[src/hw/rtl/l2_bridge_forward_filter_assert.svh]
// Assertion macros for the layer-2 bridge forward filter.
// Included by the top level; needs nothing else.
`ifndef L2_BRIDGE_FORWARD_FILTER_ASSERT_SVH
`define L2_BRIDGE_FORWARD_FILTER_ASSERT_SVH

// Same-cycle implication, checked at every rising clock edge outside reset.
`define L2BFF_ASSERT_SAME(label, clk, rst, ante, cons, msg) \
   label: assert property (@(posedge clk) disable iff (rst) (ante) |-> (cons)) \
      else $error(msg);

// Next-cycle implication, checked at every rising clock edge outside reset.
`define L2BFF_ASSERT_NEXT(label, clk, rst, ante, cons, msg) \
   label: assert property (@(posedge clk) disable iff (rst) (ante) |=> (cons)) \
      else $error(msg);

`endif

[src/hw/rtl/l2bff_pkg.sv]
// Types and constants shared by the layer-2 bridge forward filter.
// No dependencies.
`timescale 1ns / 1ps

package l2bff_pkg;

   localparam int MAC_W          = 48;
   localparam int CHAN_W         = 16;
   localparam int ETYPE_W        = 16;
   localparam int OPCODE_W       = 3;
   localparam int ENTRY_INDEX_W  = 5;
   localparam int FILTER_COUNT_W = 6;
   localparam int ROUTE_W        = 2;
   localparam int CSR_INDEX_W    = 2;

   typedef logic [MAC_W-1:0]          mac_type;
   typedef logic [CHAN_W-1:0]         chan_type;
   typedef logic [ETYPE_W-1:0]        etype_type;
   typedef logic [OPCODE_W-1:0]       opcode_type;
   typedef logic [ENTRY_INDEX_W-1:0]  entry_index_type;
   typedef logic [FILTER_COUNT_W-1:0] filter_count_type;
   typedef logic [ROUTE_W-1:0]        route_type;
   typedef logic [CSR_INDEX_W-1:0]    csr_index_type;

   localparam opcode_type OP_WIRED     = 3'd0;
   localparam opcode_type OP_PEER_DATA = 3'd1;
   localparam opcode_type OP_OPEN      = 3'd2;
   localparam opcode_type OP_CLOSE     = 3'd3;
   localparam opcode_type OP_WRITE     = 3'd4;

   localparam route_type ROUTE_NONE  = 2'd0;
   localparam route_type ROUTE_LOCAL = 2'd1;
   localparam route_type ROUTE_PEER  = 2'd2;

   localparam csr_index_type CSR_LOCAL_MAC    = 2'd0;
   localparam csr_index_type CSR_LIST_SENSE   = 2'd1;
   localparam csr_index_type CSR_FILTER_COUNT = 2'd2;

   localparam logic LIST_SENSE_ALLOW = 1'b0;

   localparam mac_type   MAC_BROADCAST = {MAC_W{1'b1}};
   localparam etype_type ETYPE_ARP     = 16'h0806;

   typedef struct packed {
      opcode_type      opcode;
      mac_type         mac_addr;
      etype_type       ethertype;
      logic            open_ok;
      chan_type        link_channel;
      entry_index_type entry_index;
   } req_item_type;

   typedef struct packed {
      route_type route;
      logic      disconnect;
      logic      link_up;
      chan_type  current_channel;
   } rsp_item_type;

   typedef struct packed {
      mac_type          local_mac;
      logic             list_sense;
      filter_count_type filter_count;
   } cfg_type;

   typedef struct packed {
      logic            en;
      entry_index_type index;
      mac_type         data;
   } acl_wr_type;

endpackage

[src/hw/rtl/l2bff_if.sv]
// Handshake channel interfaces of the layer-2 bridge forward filter.
// Depends on l2bff_pkg for the payload widths.
`timescale 1ns / 1ps

interface l2bff_req_if import l2bff_pkg::*; ();
   logic            valid;
   logic            ready;
   opcode_type      opcode;
   mac_type         mac_addr;
   etype_type       ethertype;
   logic            open_ok;
   chan_type        link_channel;
   entry_index_type entry_index;

   modport source (output valid, output opcode, output mac_addr, output ethertype,
                   output open_ok, output link_channel, output entry_index, input ready);
   modport sink   (input valid, input opcode, input mac_addr, input ethertype,
                   input open_ok, input link_channel, input entry_index, output ready);
endinterface

interface l2bff_rsp_if import l2bff_pkg::*; ();
   logic      valid;
   logic      ready;
   route_type route;
   logic      disconnect;
   logic      link_up;
   chan_type  current_channel;

   modport source (output valid, output route, output disconnect, output link_up,
                   output current_channel, input ready);
   modport sink   (input valid, input route, input disconnect, input link_up,
                   input current_channel, output ready);
endinterface

interface l2bff_csr_if import l2bff_pkg::*; ();
   logic          valid;
   logic          ready;
   csr_index_type index;
   mac_type       wdata;

   modport source (output valid, output index, output wdata, input ready);
   modport sink   (input valid, input index, input wdata, output ready);
endinterface

[src/hw/rtl/l2bff_acl.sv]
// MAC access list: one register and one comparator per entry, all lanes in parallel.
// Depends on l2bff_pkg.
`timescale 1ns / 1ps

module l2bff_acl import l2bff_pkg::*; #(
   parameter int LIST_DEPTH = 32
) (
   input  logic       clock,
   input  acl_wr_type wr,
   input  cfg_type    cfg,
   input  mac_type    query,
   output logic       admit
);

   localparam int CNT_W  = $clog2(LIST_DEPTH + 1);
   localparam int LANE_W = (CNT_W > FILTER_COUNT_W) ? CNT_W : FILTER_COUNT_W;

   // Entries are not reset; a lane below the count that was never written is
   // a usage error.
   mac_type                 entry_ff [LIST_DEPTH];
   logic [LIST_DEPTH-1:0]   lane_hit;
   logic [LANE_W-1:0]       count_ext;
   logic [LANE_W-1:0]       wr_index_ext;

   assign count_ext    = LANE_W'(cfg.filter_count);
   assign wr_index_ext = LANE_W'(wr.index);

   for (genvar g = 0; g < LIST_DEPTH; g++) begin : g_lane
      localparam logic [LANE_W-1:0] LANE = LANE_W'(g);

      always_ff @(posedge clock) begin
         if (wr.en && (wr_index_ext == LANE)) begin
            entry_ff[g] <= wr.data;
         end
      end

      // A count above the depth simply enables every lane.
      assign lane_hit[g] = (LANE < count_ext) && (entry_ff[g] == query);
   end

   assign admit = (cfg.list_sense == LIST_SENSE_ALLOW) ? (|lane_hit) : ~(|lane_hit);

endmodule

[src/hw/rtl/l2bff_decide.sv]
// Link state and forwarding decision for one word per cycle when fire is high.
// Depends on l2bff_pkg; the access list verdict comes from l2bff_acl.
`timescale 1ns / 1ps

module l2bff_decide import l2bff_pkg::*; (
   input  logic         clock,
   input  logic         reset,
   input  logic         fire,
   input  req_item_type item,
   input  cfg_type      cfg,
   input  logic         admit,
   output rsp_item_type result
);

   logic     connected_ff, connected_in;
   mac_type  peer_mac_ff, peer_mac_in;
   chan_type active_channel_ff, active_channel_in;
   logic     bcast;
   logic     arp;
   route_type route;
   logic     disconnect;

   assign bcast = (item.mac_addr == MAC_BROADCAST);
   assign arp   = (item.ethertype == ETYPE_ARP);

   always_comb begin
      connected_in      = connected_ff;
      peer_mac_in       = peer_mac_ff;
      active_channel_in = active_channel_ff;
      route             = ROUTE_NONE;
      disconnect        = 1'b0;
      unique case (item.opcode)
         OP_WIRED: begin
            priority if ((item.mac_addr == cfg.local_mac) || (bcast && !arp)) begin
               route = ROUTE_LOCAL;
            end else if (connected_ff && ((item.mac_addr == peer_mac_ff) || (bcast && arp))) begin
               route = ROUTE_PEER;
            end else begin
               route = ROUTE_NONE;
            end
         end
         OP_PEER_DATA: begin
            // The source address is learnt even while the link is down.
            peer_mac_in = item.mac_addr;
         end
         OP_OPEN: begin
            // A rejected peer leaves the link state alone whatever the open status.
            if (!admit) begin
               disconnect = 1'b1;
            end else if (item.open_ok) begin
               active_channel_in = item.link_channel;
               peer_mac_in       = item.mac_addr;
               connected_in      = 1'b1;
            end
         end
         OP_CLOSE: begin
            connected_in = 1'b0;
            peer_mac_in  = '0;
         end
         default: begin
            // List writes are handled by the access list; other codes do nothing.
         end
      endcase
   end

   always_ff @(posedge clock) begin
      if (reset) begin
         connected_ff      <= 1'b0;
         peer_mac_ff       <= '0;
         active_channel_ff <= '0;
      end else if (fire) begin
         connected_ff      <= connected_in;
         peer_mac_ff       <= peer_mac_in;
         active_channel_ff <= active_channel_in;
      end
   end

   assign result.route           = route;
   assign result.disconnect      = disconnect;
   assign result.link_up         = connected_in;
   assign result.current_channel = active_channel_in;

endmodule

[src/hw/rtl/l2_bridge_forward_filter.sv]
// Layer-2 bridge forward filter: input register, decision stage and result register.
// Depends on l2bff_pkg, l2bff_if, l2bff_acl, l2bff_decide and the assertion header.
`timescale 1ns / 1ps
`include "l2_bridge_forward_filter_assert.svh"

// Takes one word per clock cycle when the result side is not stalled and returns
// exactly one result word for each, in order, from the result register.
// The decision stage sits between the input register and the result register;
// its longest path is the parallel compare of the looked-up MAC against all
// LIST_DEPTH access list entries, followed by the OR of the lane hits. Link
// state and list writes take effect for the very next word. While a finished
// result waits in the result register, one further word is still accepted into
// the input register; after that the input is held off until the result is
// taken. Register writes are taken at once and must only be issued while the
// block is idle.
module l2_bridge_forward_filter import l2bff_pkg::*; #(
   parameter int LIST_DEPTH = 32
) (
   input logic         clock,
   input logic         reset,
   l2bff_req_if.sink   req_ch,
   l2bff_rsp_if.source rsp_ch,
   l2bff_csr_if.sink   csr_ch
);

   cfg_type      cfg_ff, cfg_in;
   logic         s1_vld_ff, s1_vld_in;
   req_item_type s1_item_ff;
   logic         out_vld_ff, out_vld_in;
   rsp_item_type out_item_ff;
   req_item_type req_item;
   rsp_item_type result;
   acl_wr_type   acl_wr;
   logic         admit;
   logic         req_fire;
   logic         out_open;
   logic         s1_fire;

   // Register file.
   assign csr_ch.ready = 1'b1;

   always_comb begin
      cfg_in = cfg_ff;
      if (csr_ch.valid) begin
         unique case (csr_ch.index)
            CSR_LOCAL_MAC:    cfg_in.local_mac    = csr_ch.wdata;
            CSR_LIST_SENSE:   cfg_in.list_sense   = csr_ch.wdata[0];
            CSR_FILTER_COUNT: cfg_in.filter_count = csr_ch.wdata[FILTER_COUNT_W-1:0];
            default:          cfg_in = cfg_ff;
         endcase
      end
   end

   always_ff @(posedge clock) begin
      if (reset) begin
         cfg_ff <= '0;
      end else begin
         cfg_ff <= cfg_in;
      end
   end

   // Pipeline control.
   assign out_open     = !out_vld_ff || rsp_ch.ready;
   assign s1_fire      = s1_vld_ff && out_open;
   assign req_ch.ready = !s1_vld_ff || out_open;
   assign req_fire     = req_ch.valid && req_ch.ready;

   assign s1_vld_in  = req_fire ? 1'b1 : (s1_fire ? 1'b0 : s1_vld_ff);
   assign out_vld_in = s1_fire ? 1'b1 : (rsp_ch.ready ? 1'b0 : out_vld_ff);

   always_ff @(posedge clock) begin
      if (reset) begin
         s1_vld_ff  <= 1'b0;
         out_vld_ff <= 1'b0;
      end else begin
         s1_vld_ff  <= s1_vld_in;
         out_vld_ff <= out_vld_in;
      end
   end

   assign req_item.opcode       = req_ch.opcode;
   assign req_item.mac_addr     = req_ch.mac_addr;
   assign req_item.ethertype    = req_ch.ethertype;
   assign req_item.open_ok      = req_ch.open_ok;
   assign req_item.link_channel = req_ch.link_channel;
   assign req_item.entry_index  = req_ch.entry_index;

   always_ff @(posedge clock) begin
      if (req_fire) begin
         s1_item_ff <= req_item;
      end
      if (s1_fire) begin
         out_item_ff <= result;
      end
   end

   // Decision stage.
   assign acl_wr.en    = s1_fire && (s1_item_ff.opcode == OP_WRITE);
   assign acl_wr.index = s1_item_ff.entry_index;
   assign acl_wr.data  = s1_item_ff.mac_addr;

   l2bff_acl #(
      .LIST_DEPTH (LIST_DEPTH)
   ) u_acl (
      .clock (clock),
      .wr    (acl_wr),
      .cfg   (cfg_ff),
      .query (s1_item_ff.mac_addr),
      .admit (admit)
   );

   l2bff_decide u_decide (
      .clock  (clock),
      .reset  (reset),
      .fire   (s1_fire),
      .item   (s1_item_ff),
      .cfg    (cfg_ff),
      .admit  (admit),
      .result (result)
   );

   assign rsp_ch.valid           = out_vld_ff;
   assign rsp_ch.route           = out_item_ff.route;
   assign rsp_ch.disconnect      = out_item_ff.disconnect;
   assign rsp_ch.link_up         = out_item_ff.link_up;
   assign rsp_ch.current_channel = out_item_ff.current_channel;

   // A frame can only be sent to the peer while the link is up.
   `L2BFF_ASSERT_SAME(a_peer_needs_link, clock, reset,
      rsp_ch.valid && (rsp_ch.route == ROUTE_PEER), rsp_ch.link_up,
      "peer route reported with the link down")

   // A disconnect only ever comes from an open event, which never routes.
   `L2BFF_ASSERT_SAME(a_disc_no_route, clock, reset,
      rsp_ch.valid && rsp_ch.disconnect, rsp_ch.route == ROUTE_NONE,
      "disconnect reported together with a route")

   // An accepted word must be held in the input register in the next cycle.
   `L2BFF_ASSERT_NEXT(a_accept_loads_stage, clock, reset,
      req_fire, s1_vld_ff,
      "accepted word lost before the decision stage")

endmodule

[src/flat_wrapper.sv]
// flat-port wrapper written by rule: the top's interface ports become plain ports
module l2_bridge_forward_filter_flat import l2bff_pkg::*;
#(
   parameter int LIST_DEPTH = 32
)
  (clock, reset, req_ch_valid, req_ch_opcode, req_ch_mac_addr, req_ch_ethertype, req_ch_open_ok, req_ch_link_channel, req_ch_entry_index, req_ch_ready, rsp_ch_valid, rsp_ch_route, rsp_ch_disconnect, rsp_ch_link_up, rsp_ch_current_channel, rsp_ch_ready, csr_ch_valid, csr_ch_index, csr_ch_wdata, csr_ch_ready);
  l2bff_req_if req_ch_i ();
  l2bff_rsp_if rsp_ch_i ();
  l2bff_csr_if csr_ch_i ();
  input logic clock;
  input logic reset;
  input wire logic [$bits(req_ch_i.valid)-1:0] req_ch_valid;
  input wire logic [$bits(req_ch_i.opcode)-1:0] req_ch_opcode;
  input wire logic [$bits(req_ch_i.mac_addr)-1:0] req_ch_mac_addr;
  input wire logic [$bits(req_ch_i.ethertype)-1:0] req_ch_ethertype;
  input wire logic [$bits(req_ch_i.open_ok)-1:0] req_ch_open_ok;
  input wire logic [$bits(req_ch_i.link_channel)-1:0] req_ch_link_channel;
  input wire logic [$bits(req_ch_i.entry_index)-1:0] req_ch_entry_index;
  output wire logic [$bits(req_ch_i.ready)-1:0] req_ch_ready;
  output wire logic [$bits(rsp_ch_i.valid)-1:0] rsp_ch_valid;
  output wire logic [$bits(rsp_ch_i.route)-1:0] rsp_ch_route;
  output wire logic [$bits(rsp_ch_i.disconnect)-1:0] rsp_ch_disconnect;
  output wire logic [$bits(rsp_ch_i.link_up)-1:0] rsp_ch_link_up;
  output wire logic [$bits(rsp_ch_i.current_channel)-1:0] rsp_ch_current_channel;
  input wire logic [$bits(rsp_ch_i.ready)-1:0] rsp_ch_ready;
  input wire logic [$bits(csr_ch_i.valid)-1:0] csr_ch_valid;
  input wire logic [$bits(csr_ch_i.index)-1:0] csr_ch_index;
  input wire logic [$bits(csr_ch_i.wdata)-1:0] csr_ch_wdata;
  output wire logic [$bits(csr_ch_i.ready)-1:0] csr_ch_ready;
  assign req_ch_i.valid = req_ch_valid;
  assign req_ch_i.opcode = req_ch_opcode;
  assign req_ch_i.mac_addr = req_ch_mac_addr;
  assign req_ch_i.ethertype = req_ch_ethertype;
  assign req_ch_i.open_ok = req_ch_open_ok;
  assign req_ch_i.link_channel = req_ch_link_channel;
  assign req_ch_i.entry_index = req_ch_entry_index;
  assign req_ch_ready = req_ch_i.ready;
  assign rsp_ch_valid = rsp_ch_i.valid;
  assign rsp_ch_route = rsp_ch_i.route;
  assign rsp_ch_disconnect = rsp_ch_i.disconnect;
  assign rsp_ch_link_up = rsp_ch_i.link_up;
  assign rsp_ch_current_channel = rsp_ch_i.current_channel;
  assign rsp_ch_i.ready = rsp_ch_ready;
  assign csr_ch_i.valid = csr_ch_valid;
  assign csr_ch_i.index = csr_ch_index;
  assign csr_ch_i.wdata = csr_ch_wdata;
  assign csr_ch_ready = csr_ch_i.ready;
  l2_bridge_forward_filter #(.LIST_DEPTH(LIST_DEPTH)) u_core (.clock(clock), .reset(reset), .req_ch(req_ch_i), .rsp_ch(rsp_ch_i), .csr_ch(csr_ch_i));
endmodule
[config.mk]
export PLATFORM = sky130hd
export DESIGN_NAME = l2_bridge_forward_filter_flat
export DESIGN_NICKNAME = d
export VERILOG_FILES = /design/src/hw/rtl/l2bff_pkg.sv /design/src/hw/rtl/l2bff_if.sv /design/src/hw/rtl/l2bff_acl.sv /design/src/hw/rtl/l2bff_decide.sv /design/src/hw/rtl/l2_bridge_forward_filter.sv /design/src/flat_wrapper.sv
export VERILOG_INCLUDE_DIRS = /design/src /design/src/hw/rtl
export SDC_FILE = /design/constraint.sdc
export NUM_CORES = 2
export LEC_CHECK = 0
export BUFFER_PORTS_ARGS = -buffer_cell sky130_fd_sc_hd__buf_2
export CAP_MARGIN = 20
export CORE_UTILIZATION = 55
export CTS_CLUSTER_SIZE = 30
export DETAILED_ROUTE_END_ITERATION = 8
export PLACE_DENSITY = 0.74
export SLEW_MARGIN = 20
export SYNTH_ARGS = -nofsm -noshare
export SYNTH_HDL_FRONTEND = slang
export SYNTH_SLANG_ARGS = --single-unit
[constraint.sdc]
create_clock -name clock -period 6.45 [get_ports clock]
set_clock_uncertainty 0.15 [all_clocks]
set_input_delay 1.29 -clock clock [delete_from_list [all_inputs] [get_ports clock]]
set_output_delay 1.29 -clock clock [all_outputs]
set_load 0.01 [all_outputs]
# After elaboration in Yosys (flattened, before gate mapping)
# Memories as Yosys holds them, arrays and structs flattened.
# Index checks and enable logic that the tools add are counted.
[totals] ff_bits=231 mem_bits_rw=1536 inputBits=144 output_inout_bits=23 elab_cells=423 memories=1
[op_classes] magnitude_cmp=32 n_eq_ne=75 muxes=174 bitwise_logic=2 reduce_logical=120
[memory_table] name="u_core.u_acl.entry_ff" depth=32 width=48 rd=32 rd_ports_with_merged_regs=0 wr=1 line="l2bff_acl.sv:20" rtl="mac_type entry_ff [LIST_DEPTH];"
[ops] cell="48-bit == test" n=34
[ops] cell="48-bit 2-to-1 mux" n=33
[ops] cell="48-bit OR reduction" n=31
[ops] cell="5-bit 2-to-1 mux" n=31
[ops] cell="48-bit one-hot mux with 3 select lines" n=1
[ops] cell="1-bit 2-to-1 mux" n=104
[ops] cell="5-bit by 6-bit less-than comparator with 1-bit output (first input constant)" n=16
[ops] cell="5-bit == test (second input constant)" n=16
[ops] cell="1-bit logical AND" n=70
[ops] cell="48-bit == test (second input constant)" n=1
[ops] cell="4-bit by 6-bit less-than comparator with 1-bit output (first input constant)" n=8
[ops] cell="16-bit 2-to-1 mux" n=3
[ops] cell="5-bit by 4-bit == test with 1-bit output (second input constant)" n=8
[ops] cell="32-bit OR reduction" n=1
[ops] cell="3-bit by 6-bit less-than comparator with 1-bit output (first input constant)" n=4
[ops] cell="5-bit by 3-bit == test with 1-bit output (second input constant)" n=4
[ops] cell="16-bit by 12-bit == test with 1-bit output (second input constant)" n=1
[ops] cell="1-bit by 6-bit less-than comparator with 1-bit output (first input constant)" n=2
[ops] cell="2-bit by 6-bit less-than comparator with 1-bit output (first input constant)" n=2
[ops] cell="5-bit by 2-bit == test with 1-bit output (second input constant)" n=2
[ops] cell="3-bit by 2-bit == test with 1-bit output (second input constant)" n=2
[ops] cell="6-bit zero test" n=1
[ops] cell="2-bit AND reduction" n=3
[ops] cell="5-bit by 1-bit == test with 1-bit output (second input constant)" n=1
[ops] cell="17 further kinds" n=24

# Logic depth before layout (Yosys ltp)
[depth] word_depth=39 depth_mapped=16 mapped_depth_nobuf=10

# Cells and area by module
# From an unflattened synthesis, not the netlist that was laid out.
[unflattened] hier_cells=4727 hier_area_um2=74268.7
[by_module_without_submodules] module="l2bff_acl" instances=1 cells_per_inst=3922 area_each_um2=64623.2 seq_area_each_um2=46124.2
[by_module_without_submodules] module="l2_bridge_forward_filter" instances=1 cells_per_inst=355 area_each_um2=5785.5 seq_area_each_um2=4414.2
[by_module_without_submodules] module="l2bff_decide" instances=1 cells_per_inst=450 area_each_um2=3860.0 seq_area_each_um2=1301.2

# Worst setup path before layout
# OpenSTA, ideal clock, no wires.
[synth_path] kind="input to register" start="in rsp_ch_ready" end="mem u_core.u_acl.entry_ff[0][384] (netlist bit) (enable)" setup_ns=0.513 t_arrival_ns=5.677 required_time_ns=5.787 path_slack_ns=0.111 cell_stages=7 n_path_buf=1 cell_sequence="nor2b_1 > nand2b_1 > clkbuf_1 > clkinv_1 > nand3_1 > or3_1 > nor3_1"
[synth_via] elab_chain_cells=38 elab_cells_between_ends=192 classes_between="mux (126); reduce/logical (66)"
[synth_lines] element="start, declared" line="flat_wrapper.sv:25" rtl="input wire logic [$bits(rsp_ch_i.ready)-1:0] rsp_ch_ready;"
[synth_lines] element="1-bit logical OR (*)" line="l2_bridge_forward_filter.sv:63" rtl="assign out_open = !out_vld_ff || rsp_ch.ready;"
[synth_lines] element="1-bit logical AND (*)" line="l2_bridge_forward_filter.sv:64" rtl="assign s1_fire = s1_vld_ff && out_open;"
[synth_lines] element="1-bit logical AND (*)" line="l2_bridge_forward_filter.sv:98" rtl="assign acl_wr.en = s1_fire && (s1_item_ff.opcode == OP_WRITE);"
[synth_lines] element="1-bit logical AND" line="l2bff_acl.sv:32" rtl="if (wr.en && (wr_index_ext == LANE)) begin"
[synth_lines] element="1-bit 2-to-1 mux" line="l2bff_acl.sv:32"
[synth_lines] element="1-bit 2-to-1 mux (not written as such)" line="l2bff_acl.sv:33" rtl="entry_ff[g] <= wr.data;"
[synth_lines] element="48-bit OR reduction (no line)"
[synth_lines] element="5-bit 2-to-1 mux (no line) or 1-bit 2-to-1 mux (tied branches) (31 in a row)"
[synth_lines] element="end, declared" line="l2bff_acl.sv:20"
# Every way passes the cells marked *; elsewhere a longest branch is shown, timed or not.

# Worst setup path in the final report
[layout_path] start="reg u_core.cfg_ff[4] (netlist bit)" end="reg u_core.u_decide.peer_mac_ff[31]"
[layout_via] elab_chain_cells=7 elab_cells_between_ends=69 classes_between="order compare (32); eq/ne (1); mux (1); bitwise (1); reduce/logical (34)"
[layout_lines] element="start, declared" line="l2_bridge_forward_filter.sv:26" rtl="cfg_type cfg_ff, cfg_in;"
[layout_lines] element="start signal, assigned" line="l2_bridge_forward_filter.sv:58" rtl="cfg_ff <= cfg_in;"
[layout_lines] element="1-bit by 6-bit less-than comparator with 1-bit output (tied with other cells)" line="l2bff_acl.sv:38" rtl="assign lane_hit[g] = (LANE < count_ext) && (entry_ff[g] == query);"
[layout_lines] element="1-bit logical AND" line="l2bff_acl.sv:38"
[layout_lines] element="32-bit OR reduction (*)" line="l2bff_acl.sv:41" rtl="assign admit = (cfg.list_sense == LIST_SENSE_ALLOW) ? (|lane_hit) : ~(|lane_hit);"
[layout_lines] element="1-bit NOT" line="l2bff_acl.sv:41"
[layout_lines] element="1-bit 2-to-1 mux (*)" line="l2bff_acl.sv:41"
[layout_lines] element="2-bit != test (no line) (*)"
[layout_lines] element="4-bit AND reduction (no line) (*)"
[layout_lines] element="end signal, assigned" line="l2bff_decide.sv:73" rtl="peer_mac_ff <= peer_mac_in;"
[layout_lines] element="end, declared" line="l2bff_decide.sv:16" rtl="mac_type peer_mac_ff, peer_mac_in;"
# Marked as above.
# A chain may end at the register's enable or synchronous reset.

==> flow_metrics.env <==
export IMPL_die_area_mm2=0.145
export IMPL_yosys_area_share_adder_pct=0
export IMPL_cts_max_path_buffers=3
export IMPL_cts_resized=0
export IMPL_fmax_mhz=185
export IMPL_syn2layout_area_growth_pct=13.1
export IMPL_ys_types=77
export IMPL_syn_inst=5536
export IMPL_num_rows=138
export IMPL_avgSynthCellArea_um2=14.3
export IMPL_setup_tns_ps=0
export IMPL_power_density_mw_per_mm2=278
export IMPL_fin_crit_sh_pct=83.9
export IMPL_antenna_found_initial=10
export IMPL_hold_slack_ps=320
export IMPL_clk_pin_slew_ps=60
export IMPL_ant_nets=0
export IMPL_cp_max_fo=65
export IMPL_via_per_inst=6.46
export IMPL_p_comb_share_pct=7.4
export IMPL_synthMuxAreaShare_pct=0.374
export IMPL_core_area_mm2=0.142
export IMPL_cts_setup_buffers=0
export IMPL_layout_nets=6018
export IMPL_worst_ep_arrival_time_ps=5910
export IMPL_p_sw_mw=5.80
export IMPL_synth_edff_count=1645
export IMPL_drive_gt1_share_pct=12.5
export IMPL_ioPinCount=167
export IMPL_min_path_type="flip-flop to flip-flop"
export IMPL_setup_violations=0
export IMPL_report_final_slew_viol_count=0
export IMPL_netSwitchingFraction_pct=23.3
export IMPL_die_h_um=381
export IMPL_die_x_um=381
export IMPL_peakVddDrop_v=0.000283
export IMPL_place_gp_congestion=0.947
export IMPL_start_kind="flip-flop"
export IMPL_worst_setup_path_type="flip-flop to flip-flop"
export IMPL_dr_pass1_iters=7
export IMPL_slew_headroom_pct=16.9
export IMPL_grt_max_degree=81
export IMPL_status="finished clean"
export IMPL_final_cell_area_mm2=0.0893
export IMPL_avgRoutedWirePerCell_um=30.2
export IMPL_syn_area_mm2=0.0790
export IMPL_port_buffers=165
export IMPL_placed_cell_area_mm2=0.0836
export IMPL_hold_viol_final=0
export IMPL_cts_root_buf="clkbuf_16"
export IMPL_initial_core_util_pct=55.6
export IMPL_cts_num_sinks=1767
export IMPL_synth_warnings=0
export IMPL_track_usage_pct=32.4
export IMPL_synth_simple_area_share_pct=11.8
export IMPL_cp_required_ps=6950
export IMPL_grt_pass1_vias=49800
export IMPL_hold_buffers=0
export IMPL_ys_seq_area_share_pct=65.7
export IMPL_rsz0062_at_grt="false"
export IMPL_power_leakage_nw=28.2
export IMPL_clock_power_share_pct=41.5
export IMPL_syn_nets=5680
export IMPL_routed_wl_um=239000
export IMPL_vias=51100
export IMPL_grt_overflow=0
export IMPL_p_seq_share_pct=51.1
export IMPL_insertion_delay_ps=810
export IMPL_synth_compound_area_share_pct=2.31
export IMPL_cp_end_kind="flip-flop"
export IMPL_maxCapViolCount=0
export IMPL_cts_tree="yes"
export IMPL_grt_pass1_wl_um=342000
export IMPL_htreeDepth=4
export IMPL_synth_async_reset_ratio_pct=0
export IMPL_dp_hpwl_um=149000
export IMPL_drc_errors=0
export IMPL_drt_iter0_drc=6692
export IMPL_synth_top_family_by_area="XOR/XNOR gates"
export IMPL_synth_ff_type="edfxtp_1"
export IMPL_tightestPinTransition_ps=1250
export IMPL_synth_seq_cells=1767
export IMPL_fin_crit_ps=5410
export IMPL_synthXorXnorAreaFrac_pct=17.6
export IMPL_cts_inserted_buffers=178
export IMPL_internal_power_mw=19.0
## synth_stat cells (4+ instances only)
cell	count	area (um2)
edfxtp_1	1645	49400
xor2_1	806	7060
xnor2_1	779	6820
nand4_1	429	2680
nor4_1	416	2600
nand2_1	178	668
a21oi_1	125	626
dfxtp_1	122	2440
nand3_1	119	596
buf_4	110	826
nor2_1	106	398
buf_2	95	475
nand2b_1	84	526
nor3_1	66	330
o2111ai_1	63	552
clkbuf_1	62	233
inv_1	29	109
nor2b_1	29	181
nor4b_1	28	245
or4_1	25	188
nand4b_1	24	210
o31ai_1	17	128
buf_6	9	101
mux2_4	9	135
nor4bb_1	9	90.1
or3_1	9	56.3
and4_1	8	70.1
mux2_2	8	90.1
nor3b_1	8	60.1
a2111oi_0	7	61.3
mux2i_1	7	70.1
or4b_2	7	70.1
a21o_1	6	45.0
o21ai_0	6	30.0
and3_1	5	31.3
nand3b_1	5	37.5
and2_1	4	25.0
and4b_1	4	40.0
o22ai_1	4	25.0
o41ai_1	4	35.0
or2_2	4	25.0
## critical path: stages, from the launching register on
cell	delay, ps
dfxtp_1	730
nand4bb_1	480
nor2_1	490
nor4_1	130
nand4_1	180
nand4_1	590
a2111oi_0	1040
nand2_1	260
o311a_2	400
buf_4	340
o2111ai_1	310
a21oi_1	100
## power by group through the flow
stage	combinational [mW]	clock, mW	sequential, mW
after floorplan	0.967	0	12.9
after global placement	1.75	0	12.9
after detailed placement	1.78	0	12.9
after CTS	1.79	10.3	12.7
after global routing	1.91	10.8	12.7
final	1.84	10.3	12.7
## cells by family after synthesis
group                  count (synthesis)
AND/OR/NAND/NOR                     1586
buffers and inverters                308
flip-flops                          1767
XOR/XNOR                            1585
multiplexers                          24
other                                  1
AO/OA/AOI/OAI                        265
## per-stage QoR
stage                     setup slack [ps]  util (%)  std cells  total power [mW]
after CTS                             1200      62.9       7910              24.8
after floorplan                        111         -       5536              13.9
after detailed placement              1170      58.9       7582              14.7
after global placement                1220      58.8       7579              14.7
final                                 1040      62.9       7915              24.8
after global routing                   965      62.9       7914              25.4
## flip-flops by register name (all words and copies together) (netlist names), 2 cells and up
name,cells
u_core.u_decide.peer_mac_ff,48
u_core.cfg_ff,55
u_core.rsp_ch.route,2
u_core.s1_item_ff,36
u_core.rsp_ch.current_channel,16
u_core.acl_wr,53
u_core.u_acl.entry_ff,1536
u_core.u_decide.active_channel_ff,16
## layout by cell type, fill, tap and decap left out, types with 119 or more instances in the layout
cell	count
buf_2	164
nor4_1	414
clkbuf_16	180
nand4_1	429
buf_4	207
a21oi_1	125
edfxtp_1	1645
nand2_1	178
nand3_1	119
xnor2_1	779
dfxtp_1	122
xor2_1	806
## cell type report
cell class                 instances  area (um2)
clock inverter                    91         955
sequential                      1767       51800
timing repair buffer             436        3660
multi-input combinational       3461       25600
clock buffer                     237        4780
fill                           10400       52600
inverter                          30         113
tap                             1890        2360
antenna                            3        7.51
## routing by layer
layer | vias to the layer above | GRT usage [%] | part of all wire, %
met5 | - | 0 | 0.025
met4 | 8 | 14.0 | 4.7
met3 | 601 | 6.64 | 11
met2 | 3360 | 49.6 | 45
met1 | 25600 | 45.2 | 39
li1 | 21600 | - | -
## path summary, 6_finish.rpt
kind	from	slack, ps	cells past startpoint	to
worst max-delay path	u_core.cfg_ff[4]	1040	11	u_core.u_decide.peer_mac_ff[31]
worst min-delay path	u_core.cfg_ff[43]	320	2	u_core.cfg_ff[43]
worst min register to register	u_core.cfg_ff[43]	320	2	u_core.cfg_ff[43]
worst max register to register	u_core.cfg_ff[4]	1040	11	u_core.u_decide.peer_mac_ff[31]
Note: power is estimated with default switching activity, not from simulation.
